**config.mk**
```make
export PLATFORM = sky130hd
export DESIGN_NAME = four_level_fsk_modulator
export DESIGN_NICKNAME = d
export VERILOG_FILES = /design/src/fskm_pkg.sv /design/src/fskm_cfg.sv /design/src/fskm_seq.sv /design/src/four_level_fsk_modulator.sv
export SDC_FILE = /design/constraint.sdc
export NUM_CORES = 1
export LEC_CHECK = 0
export BUFFER_PORTS_ARGS = -buffer_cell sky130_fd_sc_hd__buf_2
export CAP_MARGIN = 40
export CORE_MARGIN = 5
export CORE_UTILIZATION = 60
export DETAILED_ROUTE_END_ITERATION = 7
export PLACE_DENSITY = 0.88
export RECOVER_POWER = 100
export SKIP_LAST_GASP = 1
export SYNTH_ARGS = -nofsm -noshare
export SYNTH_HDL_FRONTEND = slang
export SYNTH_SLANG_ARGS = --single-unit
export TNS_END_PERCENT = 20
```
**constraint.sdc**
```tcl
create_clock -name clk -period 4.7 [get_ports clk]
set_input_delay 0.47 -clock clk [delete_from_list [all_inputs] [get_ports clk]]
set_output_delay 0.47 -clock clk [all_outputs]
set_load 0.03 [all_outputs]
```
**src/fskm_pkg.sv**
```systemverilog
// ----------------------------------------------------------------------------
// fskm_pkg - shared types and constants for the four-level FSK modulator
// Level table, register indexes, field widths and the result structure.
// ----------------------------------------------------------------------------
package fskm_pkg;

  localparam int HOLD_WIDTH = 16;
  localparam int DAC_BITS   = 12;
  localparam int QP_WIDTH   = 16;
  localparam int CPS_WIDTH  = 8;
  localparam int CFG_IDX_W  = 3;

  localparam logic [CFG_IDX_W-1:0] REG_QP0 = 3'd0;
  localparam logic [CFG_IDX_W-1:0] REG_QP1 = 3'd1;
  localparam logic [CFG_IDX_W-1:0] REG_QP2 = 3'd2;
  localparam logic [CFG_IDX_W-1:0] REG_QP3 = 3'd3;
  localparam logic [CFG_IDX_W-1:0] REG_CPS = 3'd4;

  localparam logic [QP_WIDTH-1:0]  QP0_RESET = 16'd500;
  localparam logic [QP_WIDTH-1:0]  QP1_RESET = 16'd333;
  localparam logic [QP_WIDTH-1:0]  QP2_RESET = 16'd250;
  localparam logic [QP_WIDTH-1:0]  QP3_RESET = 16'd200;
  localparam logic [CPS_WIDTH-1:0] CPS_RESET = 8'd5;

  localparam logic [31:0] LEVEL_MID = 32'd500;
  localparam logic [31:0] LEVEL_TOP = 32'd1000;
  localparam logic [31:0] DAC_MAX   = 32'((64'd1 << DAC_BITS) - 64'd1);
  localparam logic [31:0] HOLD_MAX  = 32'((64'd1 << HOLD_WIDTH) - 64'd1);

  // Tdata widths, rounded up to whole bytes
  localparam int IN_DATA_W  = 8;
  localparam int OUT_FLD_W  = DAC_BITS + 4;
  localparam int OUT_DATA_W = ((OUT_FLD_W + 7) / 8) * 8;

  typedef logic [QP_WIDTH-1:0] qp_t;

  typedef struct packed {
    qp_t [3:0]            quarter_period;
    logic [CPS_WIDTH-1:0] cycles_per_symbol;
  } cfg_t;

  typedef struct packed {
    logic [1:0]          current_symbol;
    logic                byte_accepted;
    logic                busy_res;
    logic [DAC_BITS-1:0] dac_code;
  } res_t;

  function automatic logic [DAC_BITS-1:0] sat_level(input logic [31:0] v);
    logic [31:0] s;
    s = (v > DAC_MAX) ? DAC_MAX : v;
    return s[DAC_BITS-1:0];
  endfunction

  // Level sequence of one tone cycle: mid, top, mid, zero
  function automatic logic [DAC_BITS-1:0] phase_level(input logic [1:0] phase);
    logic [DAC_BITS-1:0] lvl;
    unique case (phase)
      2'd0:    lvl = sat_level(LEVEL_MID);
      2'd1:    lvl = sat_level(LEVEL_TOP);
      2'd2:    lvl = sat_level(LEVEL_MID);
      default: lvl = '0;
    endcase
    return lvl;
  endfunction

endpackage

```
**src/fskm_cfg.sv**
```systemverilog
// ----------------------------------------------------------------------------
// fskm_cfg - configuration register file
// Holds the four quarter periods and the tone cycle count per symbol.
// ----------------------------------------------------------------------------
module fskm_cfg (
  input  logic                                clk,
  input  logic                                rst_n,
  input  logic                                cfg_valid,
  output logic                                cfg_ready,
  input  logic [fskm_pkg::CFG_IDX_W-1:0]      cfg_index,
  input  logic [fskm_pkg::QP_WIDTH-1:0]       cfg_data,
  output fskm_pkg::cfg_t                      cfg
);
  import fskm_pkg::*;

  cfg_t cfg_r;

  assign cfg_ready = 1'b1;
  assign cfg       = cfg_r;

  always_ff @(posedge clk) begin
    if (!rst_n) begin
      cfg_r.quarter_period[0] <= QP0_RESET;
      cfg_r.quarter_period[1] <= QP1_RESET;
      cfg_r.quarter_period[2] <= QP2_RESET;
      cfg_r.quarter_period[3] <= QP3_RESET;
      cfg_r.cycles_per_symbol <= CPS_RESET;
    end else if (cfg_valid) begin
      // unknown indexes are dropped
      unique case (cfg_index)
        REG_QP0: cfg_r.quarter_period[0] <= cfg_data;
        REG_QP1: cfg_r.quarter_period[1] <= cfg_data;
        REG_QP2: cfg_r.quarter_period[2] <= cfg_data;
        REG_QP3: cfg_r.quarter_period[3] <= cfg_data;
        REG_CPS: cfg_r.cycles_per_symbol <= cfg_data[CPS_WIDTH-1:0];
        default: ;
      endcase
    end
  end

endmodule

```
**src/fskm_seq.sv**
```systemverilog
// ----------------------------------------------------------------------------
// fskm_seq - symbol, cycle, phase and hold sequencer
// Updates the transmit state on each transfer and forms its result.
// ----------------------------------------------------------------------------
module fskm_seq (
  input  logic                             clk,
  input  logic                             rst_n,
  input  logic                             step_valid,
  input  logic                             req_type,
  input  logic [7:0]                       data_byte,
  input  fskm_pkg::cfg_t                   cfg,
  output fskm_pkg::res_t                   res
);
  import fskm_pkg::*;

  logic [7:0]            byte_hold_r,    byte_hold_nxt;
  logic [1:0]            symbol_count_r, symbol_count_nxt;
  logic [7:0]            cycle_count_r,  cycle_count_nxt;
  logic [1:0]            phase_count_r,  phase_count_nxt;
  logic [HOLD_WIDTH-1:0] hold_count_r,   hold_count_nxt;
  logic                  active_r,       active_nxt;

  logic [1:0]            sym_now;
  logic [31:0]           qp_ext;
  logic [HOLD_WIDTH-1:0] eff_period;
  logic [7:0]            eff_cycles;
  logic [HOLD_WIDTH-1:0] hold_inc;
  logic                  accepted;

  // Period of the symbol being sent, zero taken as one, clipped to the counter
  always_comb begin
    sym_now    = 2'(byte_hold_r >> {symbol_count_r, 1'b0});
    qp_ext     = 32'(cfg.quarter_period[sym_now]);
    if (qp_ext == 32'd0) qp_ext = 32'd1;
    if (qp_ext > HOLD_MAX) qp_ext = HOLD_MAX;
    eff_period = qp_ext[HOLD_WIDTH-1:0];
    eff_cycles = (cfg.cycles_per_symbol == '0) ? 8'd1 : cfg.cycles_per_symbol;
    hold_inc   = hold_count_r + 1'b1;
  end

  always_comb begin
    byte_hold_nxt    = byte_hold_r;
    symbol_count_nxt = symbol_count_r;
    cycle_count_nxt  = cycle_count_r;
    phase_count_nxt  = phase_count_r;
    hold_count_nxt   = hold_count_r;
    active_nxt       = active_r;
    accepted         = 1'b0;
    if (req_type) begin
      if (!active_r) begin
        byte_hold_nxt    = data_byte;
        symbol_count_nxt = '0;
        cycle_count_nxt  = '0;
        phase_count_nxt  = '0;
        hold_count_nxt   = '0;
        active_nxt       = 1'b1;
        accepted         = 1'b1;
      end
    end else if (active_r) begin
      hold_count_nxt = hold_inc;
      if (hold_inc >= eff_period) begin
        hold_count_nxt  = '0;
        phase_count_nxt = phase_count_r + 2'd1;
        if (phase_count_r == 2'd3) begin
          cycle_count_nxt = cycle_count_r + 8'd1;
          if (cycle_count_r + 8'd1 >= eff_cycles) begin
            cycle_count_nxt = '0;
            if (symbol_count_r == 2'd3) begin
              symbol_count_nxt = '0;
              active_nxt       = 1'b0;
            end else begin
              symbol_count_nxt = symbol_count_r + 2'd1;
            end
          end
        end
      end
    end
  end

  // Result reflects the state after this transfer
  always_comb begin
    res.byte_accepted = accepted;
    res.busy_res      = active_nxt;
    if (active_nxt) begin
      res.dac_code       = phase_level(phase_count_nxt);
      res.current_symbol = 2'(byte_hold_nxt >> {symbol_count_nxt, 1'b0});
    end else begin
      res.dac_code       = '0;
      res.current_symbol = '0;
    end
  end

  always_ff @(posedge clk) begin
    if (!rst_n) begin
      byte_hold_r    <= '0;
      symbol_count_r <= '0;
      cycle_count_r  <= '0;
      phase_count_r  <= '0;
      hold_count_r   <= '0;
      active_r       <= 1'b0;
    end else if (step_valid) begin
      byte_hold_r    <= byte_hold_nxt;
      symbol_count_r <= symbol_count_nxt;
      cycle_count_r  <= cycle_count_nxt;
      phase_count_r  <= phase_count_nxt;
      hold_count_r   <= hold_count_nxt;
      active_r       <= active_nxt;
    end
  end

  a_idle_clear: assert property (@(posedge clk) disable iff (!rst_n)
    !active_r |-> (symbol_count_r == '0) && (cycle_count_r == '0) &&
                  (phase_count_r == '0) && (hold_count_r == '0))
    else $error("idle sequencer holds stale counters");

  a_start: assert property (@(posedge clk) disable iff (!rst_n)
    (step_valid && req_type && !active_r) |=>
      active_r && (hold_count_r == '0) && (byte_hold_r == $past(data_byte)))
    else $error("accepted byte did not start transmission");

  a_reject: assert property (@(posedge clk) disable iff (!rst_n)
    (step_valid && req_type && active_r) |=>
      $stable(byte_hold_r) && $stable(hold_count_r) && $stable(phase_count_r))
    else $error("rejected byte disturbed transmit state");

  a_hold_bound: assert property (@(posedge clk) disable iff (!rst_n)
    active_r |-> (hold_count_r < eff_period) || $changed(cfg))
    else $error("hold count reached its period");

endmodule

```
**src/four_level_fsk_modulator.sv**
```systemverilog
// ----------------------------------------------------------------------------
// four_level_fsk_modulator - 4-FSK transmitter producing DAC codes
// Sends each byte as four 2-bit symbols, each a tone of programmable period.
// ----------------------------------------------------------------------------
// Usage:
//   in_*   : one item per transfer. in_tuser is the request kind (0 = one
//            microsecond tick, 1 = byte offer), in_tdata the byte.
//   out_*  : exactly one result per input item, in order: DAC code, busy flag,
//            byte-taken flag and the symbol being sent.
//   cfg_*  : register writes (index 0..3 quarter periods, index 4 the per-symbol tone count);
//            write only while no input item is offered; while a byte is
//            being sent, change a period only at a level boundary.
// Throughput is one item per clock while out_tready is high; the result of an
// input transfer appears in the output register in the cycle after it.
// A single result register separates the channels: in_tready is high while
// that register is empty or being emptied, so a stalled receiver holds the
// pending result and back-pressures the input without losing state.
// Reset clears the transmit state (idle, DAC 0), empties the output register
// and restores the register defaults 500, 333, 250, 200 and 5.
// ----------------------------------------------------------------------------
module four_level_fsk_modulator (
  input  logic                               clk,
  input  logic                               rst_n,
  input  logic                               in_tvalid,
  output logic                               in_tready,
  input  logic [fskm_pkg::IN_DATA_W-1:0]     in_tdata,   // [7:0] data_byte
  input  logic                               in_tuser,   // [0] req_type
  output logic                               out_tvalid,
  input  logic                               out_tready,
  // from bit 0: dac_code, busy_res, byte_accepted, current_symbol
  output logic [fskm_pkg::OUT_DATA_W-1:0]    out_tdata,
  input  logic                               cfg_valid,
  output logic                               cfg_ready,
  input  logic [fskm_pkg::CFG_IDX_W-1:0]     cfg_index,
  input  logic [fskm_pkg::QP_WIDTH-1:0]      cfg_data
);
  import fskm_pkg::*;

  cfg_t cfg;
  res_t res;
  res_t res_r;
  logic out_valid_r;
  logic in_xfer;

  assign in_tready = !out_valid_r || out_tready;
  assign in_xfer   = in_tvalid && in_tready;

  fskm_cfg u_cfg (
    .clk       (clk),
    .rst_n     (rst_n),
    .cfg_valid (cfg_valid),
    .cfg_ready (cfg_ready),
    .cfg_index (cfg_index),
    .cfg_data  (cfg_data),
    .cfg       (cfg)
  );

  fskm_seq u_seq (
    .clk        (clk),
    .rst_n      (rst_n),
    .step_valid (in_xfer),
    .req_type   (in_tuser),
    .data_byte  (in_tdata),
    .cfg        (cfg),
    .res        (res)
  );

  always_ff @(posedge clk) begin
    if (!rst_n) begin
      out_valid_r <= 1'b0;
    end else if (in_xfer) begin
      out_valid_r <= 1'b1;
    end else if (out_tready) begin
      out_valid_r <= 1'b0;
    end
  end

  always_ff @(posedge clk) begin
    if (in_xfer) begin
      res_r <= res;
    end
  end

  assign out_tvalid = out_valid_r;
  assign out_tdata  = OUT_DATA_W'(res_r);

  a_no_overwrite: assert property (@(posedge clk) disable iff (!rst_n)
    (out_valid_r && !out_tready) |-> !in_tready)
    else $error("input accepted over a stalled result");

  a_idle_zero: assert property (@(posedge clk) disable iff (!rst_n)
    (out_valid_r && !res_r.busy_res) |->
      (res_r.dac_code == '0) && (res_r.current_symbol == '0))
    else $error("idle result carries nonzero level or symbol");

  a_accept_busy: assert property (@(posedge clk) disable iff (!rst_n)
    (out_valid_r && res_r.byte_accepted) |->
      res_r.busy_res && (res_r.dac_code == sat_level(LEVEL_MID)))
    else $error("accepted byte did not start at mid level");

endmodule

```
==> impl_table.tex <==
\begin{tabular}{lr}
\hline
Metric & Value \\
\hline
\multicolumn{2}{l}{\textbf{Final layout}} \\
Final design area excluding fillers & roughly 7000 um\^{}2 \\
Most frequent standard cell in the layout excluding fill and tap cells & sky130\_fd\_sc\_hd\_\_nand2\_1 \\
Diodes inserted & 0 \\
Count of nets after finishing & approximately 870 \\
Layout cells sized above 1 & between 10 and 15\% \\
Number of filler instances in the final layout & between 700 and 800 \\
Combined area of the multi-input logic cells & about 3500 um\^{}2 \\
Share of the core filled with cells & between 60\% and 70\% \\
Area used by sequential logic in the layout & roughly 2400 um\^{}2 \\
Area grow syn2layout & 13.95\% \\
Leading cell types in the layout, fill and taps excluded & 198 x sky130\_fd\_sc\_hd\_\_nand2\_1, 109 x sky130\_fd\_sc\_hd\_\_dfxtp\_1, 92 x sky130\_fd\_sc\_hd\_\_a21oi\_1 \\
\multicolumn{2}{l}{\textbf{Setup path}} \\
Kind of cell adding the most delay to the critical path & compound AO/OA/AOI/OAI gates \\
Maximum fanout encountered on the critical timing path & 31 \\
Number of buffers and inverters on the critical path & 1 \\
Critical path endpoint category & flop \\
Kind of start point of the critical path & flop \\
Library cell contributing the largest single delay on the critical path & sky130\_fd\_sc\_hd\_\_mux4\_2 \\
Classification of the worst setup path & reg -> reg \\
Endpoint arrival time on the critical path & between 4000 and 5000 ps \\
Cells along the critical path & mux4\_2 > buf\_12 > mux2\_4 > o21ai\_2 > nand4\_1 > nor4\_1 > or2\_1 > ha\_1 > a31oi\_1 > nor2b\_1 > o311ai\_4 > a41oi\_2 > a32o\_1 > a32oi\_2 > o221ai\_1 > a22o\_1 \\
Delay of the slowest cell on the worst path & about 540 ps \\
Worst endpoint required time & between 4000 and 5000 ps \\
\multicolumn{2}{l}{\textbf{Synthesis}} \\
FFs w/ async S/R, synth & 0\% \\
Average cell area after synthesis & approximately 8 um\^{}2 \\
Count of unique library cells instantiated by Yosys & between 60 and 70 \\
Yosys reg bits & between 100 and 150 \\
Post-synth top flop & sky130\_fd\_sc\_hd\_\_dfxtp\_1 \\
Leading cell types by total area after synthesis & sky130\_fd\_sc\_hd\_\_dfxtp\_1 35\%, sky130\_fd\_sc\_hd\_\_nand2\_1 12\%, sky130\_fd\_sc\_hd\_\_a21oi\_1 7.3\% \\
Synth warn & 0 \\
Post-synthesis cell count & roughly 800 \\
Part of the Yosys area used for sequential elements & about 38\% \\
Netlist Area Pre-Place & about 6300 um\^{}2 \\
Fraction of post-synthesis cell area in the top cell type by area & between 30\% and 40\% \\
Library cell with the largest summed area after synthesis & sky130\_fd\_sc\_hd\_\_dfxtp\_1 \\
Count of flip-flops with a built-in enable after synthesis & 7 \\
\multicolumn{2}{l}{\textbf{Power}} \\
Post-layout power & roughly 2.6 mW \\
Power density relative to cell area & roughly 370 nW/um\^{}2 \\
Leakage dissipation & about 2.8 nW \\
Worst IR Drop VDD & 0.2633 mV \\
\multicolumn{2}{l}{\textbf{Placement}} \\
Placer congestion estimate & between 0.9 and 1 \\
HPWL after detailed placement & just under 10000 um \\
Number of buffers added on ports & between 40 and 50 \\
Cell area after placement & 6494 um\^{}2 \\
\multicolumn{2}{l}{\textbf{Run}} \\
Max-cap viol count & 2 \\
\multicolumn{2}{l}{\textbf{Global route}} \\
Final global-route overflow total & 0 \\
Number of global-route vias before repair & about 5400 \\
Largest net degree at the start of global routing & 49 \\
GRT Resource Usage Total & around a quarter \\
Global-route wire length before repair & $\sim$26000 um \\
Number of antenna violations at the first check in global routing & 0 \\
\multicolumn{2}{l}{\textbf{Drt}} \\
Via count & $\sim$6000 \\
Detailed-route wire length & between 15000 and 20000 um \\
Vias per cell & just over 6 \\
Number of DRC markers in iteration 0 & 536 \\
TritonRoute pass-1 iters & 7 \\
Antenna viol nets, final & 0 \\
WL/cell & between 15 and 20 um \\
\# DRC & 0 \\
\multicolumn{2}{l}{\textbf{Die}} \\
Vertical extent of the die & around 110 um \\
Num rows & 37 \\
Floorplan core area & between 10000 and 15000 um\^{}2 \\
Die area & approximately 13000 um\^{}2 \\
Initial Utilization & between 60\% and 70\% \\
X dimension of the die & between 100 and 150 um \\
Top Ports & 52 \\
\multicolumn{2}{l}{\textbf{STA}} \\
Endpoints failing hold & 0 \\
Peak Freq & 0.2205 GHz \\
Worst hold slack & 191.6 ps \\
Pins Over Slew Limit & 89 \\
Post-route fraction of the period consumed by the critical path & between 90\% and 100\% \\
Post-route clock skew & between 7 and 8 ps \\
Shortest period the worst path allows & about 4500 ps \\
Finish-stage setup viols & 0 \\
Slew at the pin closest to its max-slew limit & between 1500 and 2000 ps \\
Remaining max-slew budget at the tightest pin & -25.75\% \\
\multicolumn{2}{l}{\textbf{Clock network}} \\
Number of buffers inserted during clock tree synthesis & 17 \\
Cts hold-fix bufs & 0 \\
Clock Tree Root & sky130\_fd\_sc\_hd\_\_clkbuf\_8 \\
CTS tree & built \\
Clock network latency to the later pin of the worst-skew pair & between 500 and 600 ps \\
Post-CTS clock slew at the launch and capture registers of the worst setup and hold paths & approximately 60 ps \\
Largest buffer count on any clock path & 2 \\
H-Tree Depth & 4 \\
Sink Count & between 100 and 150 \\
\multicolumn{2}{l}{\textbf{Run status}} \\
Status & complete, but fails checks \\
Failing checks & capacitance limit, slew limit \\
\multicolumn{2}{l}{\textbf{Worst hold path}} \\
Hold/Removal Path Class & in -> reg \\
\hline
\end{tabular}
-- power breakdown --
| group | total (mW) | switching (mW) | internal (mW) |
|---|---|---|---|
| clock network | 1.35 | 0.489 | 0.859 |
| logic | 0.243 | 0.164 | 0.0783 |
| registers | 1.05 | 0.0190 | 1.03 |
-- stage by stage --
stage / setup WS, ps / setup TNS [ps] / cells
after global routing: -15.08 / -15.08 / 959
after floorplan: 660.2 / 0 / 784
final: 164.2 / 0 / 959
after detailed placement: 239.4 / 0 / 925
after global placement: 401.3 / 0 / 925
after CTS: 184.2 / 0 / 957
-- kinds of logic (layout without fill, tap and decap cells) --
| family | after synthesis | count (layout) | synth area share (%) |
|---|---|---|---|
| and+or+nand+nor | 346 | 346 | 24.82 |
| AOI/OAI and AO/OA | 157 | 157 | 15.48 |
| DFF | 117 | 117 | 38.47 |
| buffers and inverters | 77 | 116 | 6.025 |
| muxes | 34 | 34 | 6.704 |
| adders and majority gates | 28 | 28 | 5.587 |
| xor gates and xnor gates | 20 | 20 | 2.793 |
| other | 2 | 5 | 0.1198 |
-- cell usage after synthesis, drive strengths merged, types with 2 or more instances --
library cell,count
nand3b,10
and3,9
nor4,4
o21ai,31
nand2b,8
a2bb2oi,3
or2,4
a211oi,2
mux2i,15
dfxtp,110
a21boi,2
o221ai,4
and2,3
nor3b,3
edfxtp,7
o21a,5
xnor2,7
xor2,13
buf,18
a22o,2
mux4,3
nor3,7
mux2,16
ha,28
nand4,8
nand3,44
inv,24
nand2,198
nor2b,5
a21oi,92
a22oi,2
clkbuf,34
conb,2
nor2,40
-- cell type report --
cell class / instances / share of cell area [%]
Multi-Input combinational cell: 590 / 49.33
Clock buffer: 19 / 6.339
Clock inverter: 13 / 2.381
Sequential cell: 117 / 33.78
Tap cell: 136 / 2.381
Timing Repair Buffer: 59 / 4.483
Inverter: 25 / 1.313
-- worst reg2reg max path, stage by stage, from the launching register on --
cell	delay [ps]
sky130_fd_sc_hd__dfxtp_2	360
sky130_fd_sc_hd__mux4_2	540
sky130_fd_sc_hd__buf_12	210
sky130_fd_sc_hd__mux2_4	340
sky130_fd_sc_hd__o21ai_2	180
sky130_fd_sc_hd__nand4_1	130
sky130_fd_sc_hd__nor4_1	290
sky130_fd_sc_hd__or2_1	150
sky130_fd_sc_hd__ha_1	230
sky130_fd_sc_hd__a31oi_1	180
sky130_fd_sc_hd__nor2b_1	110
sky130_fd_sc_hd__o311ai_4	340
sky130_fd_sc_hd__a41oi_2	210
sky130_fd_sc_hd__a32o_1	310
sky130_fd_sc_hd__a32oi_2	270
sky130_fd_sc_hd__o221ai_1	190
sky130_fd_sc_hd__a22o_1	250
-- registers in the layout, indices dropped and copies added, names as in the netlist --
register,flops
out_tdata,7
out_tvalid,1
u_cfg.cfg,72
u_seq.active_r,1
u_seq.byte_hold_r,8
u_seq.cycle_count_r,8
u_seq.hold_count_r,16
u_seq.phase_count_r,2
u_seq.symbol_count_r,2
-- path summary, 6_finish.rpt --
kind                                              start            end  slack, ps  cells past startpoint
worst max register to register  u_seq.symbol_count_r[0]  out_tdata[15]        160                     16
worst min register to register            u_cfg.cfg[29]  u_cfg.cfg[29]        450                      2
worst max-delay path            u_seq.symbol_count_r[0]  out_tdata[15]        160                     16
worst min-delay path                          in_tvalid     out_tvalid        190                      3
-- routing by layer --
layer | global-route usage, % | share of wire, % | up-vias | wire length [um]
li1 | - | - | 2730 | -
met1 | 32.46 | 39 | 2719 | 6506
met2 | 41.88 | 49 | 323 | 8089
met3 | 6.469 | 8.4 | 64 | 1392
met4 | 11.30 | 3.6 | 0 | 599
met5 | 0 | 0 | - | 0
-- repair_timing --
item	CTS	global route
gates resized for setup	0	12
setup endpoints to repair	0	6
buffers inserted	0	2
Power figures use the tool's default switching activity.
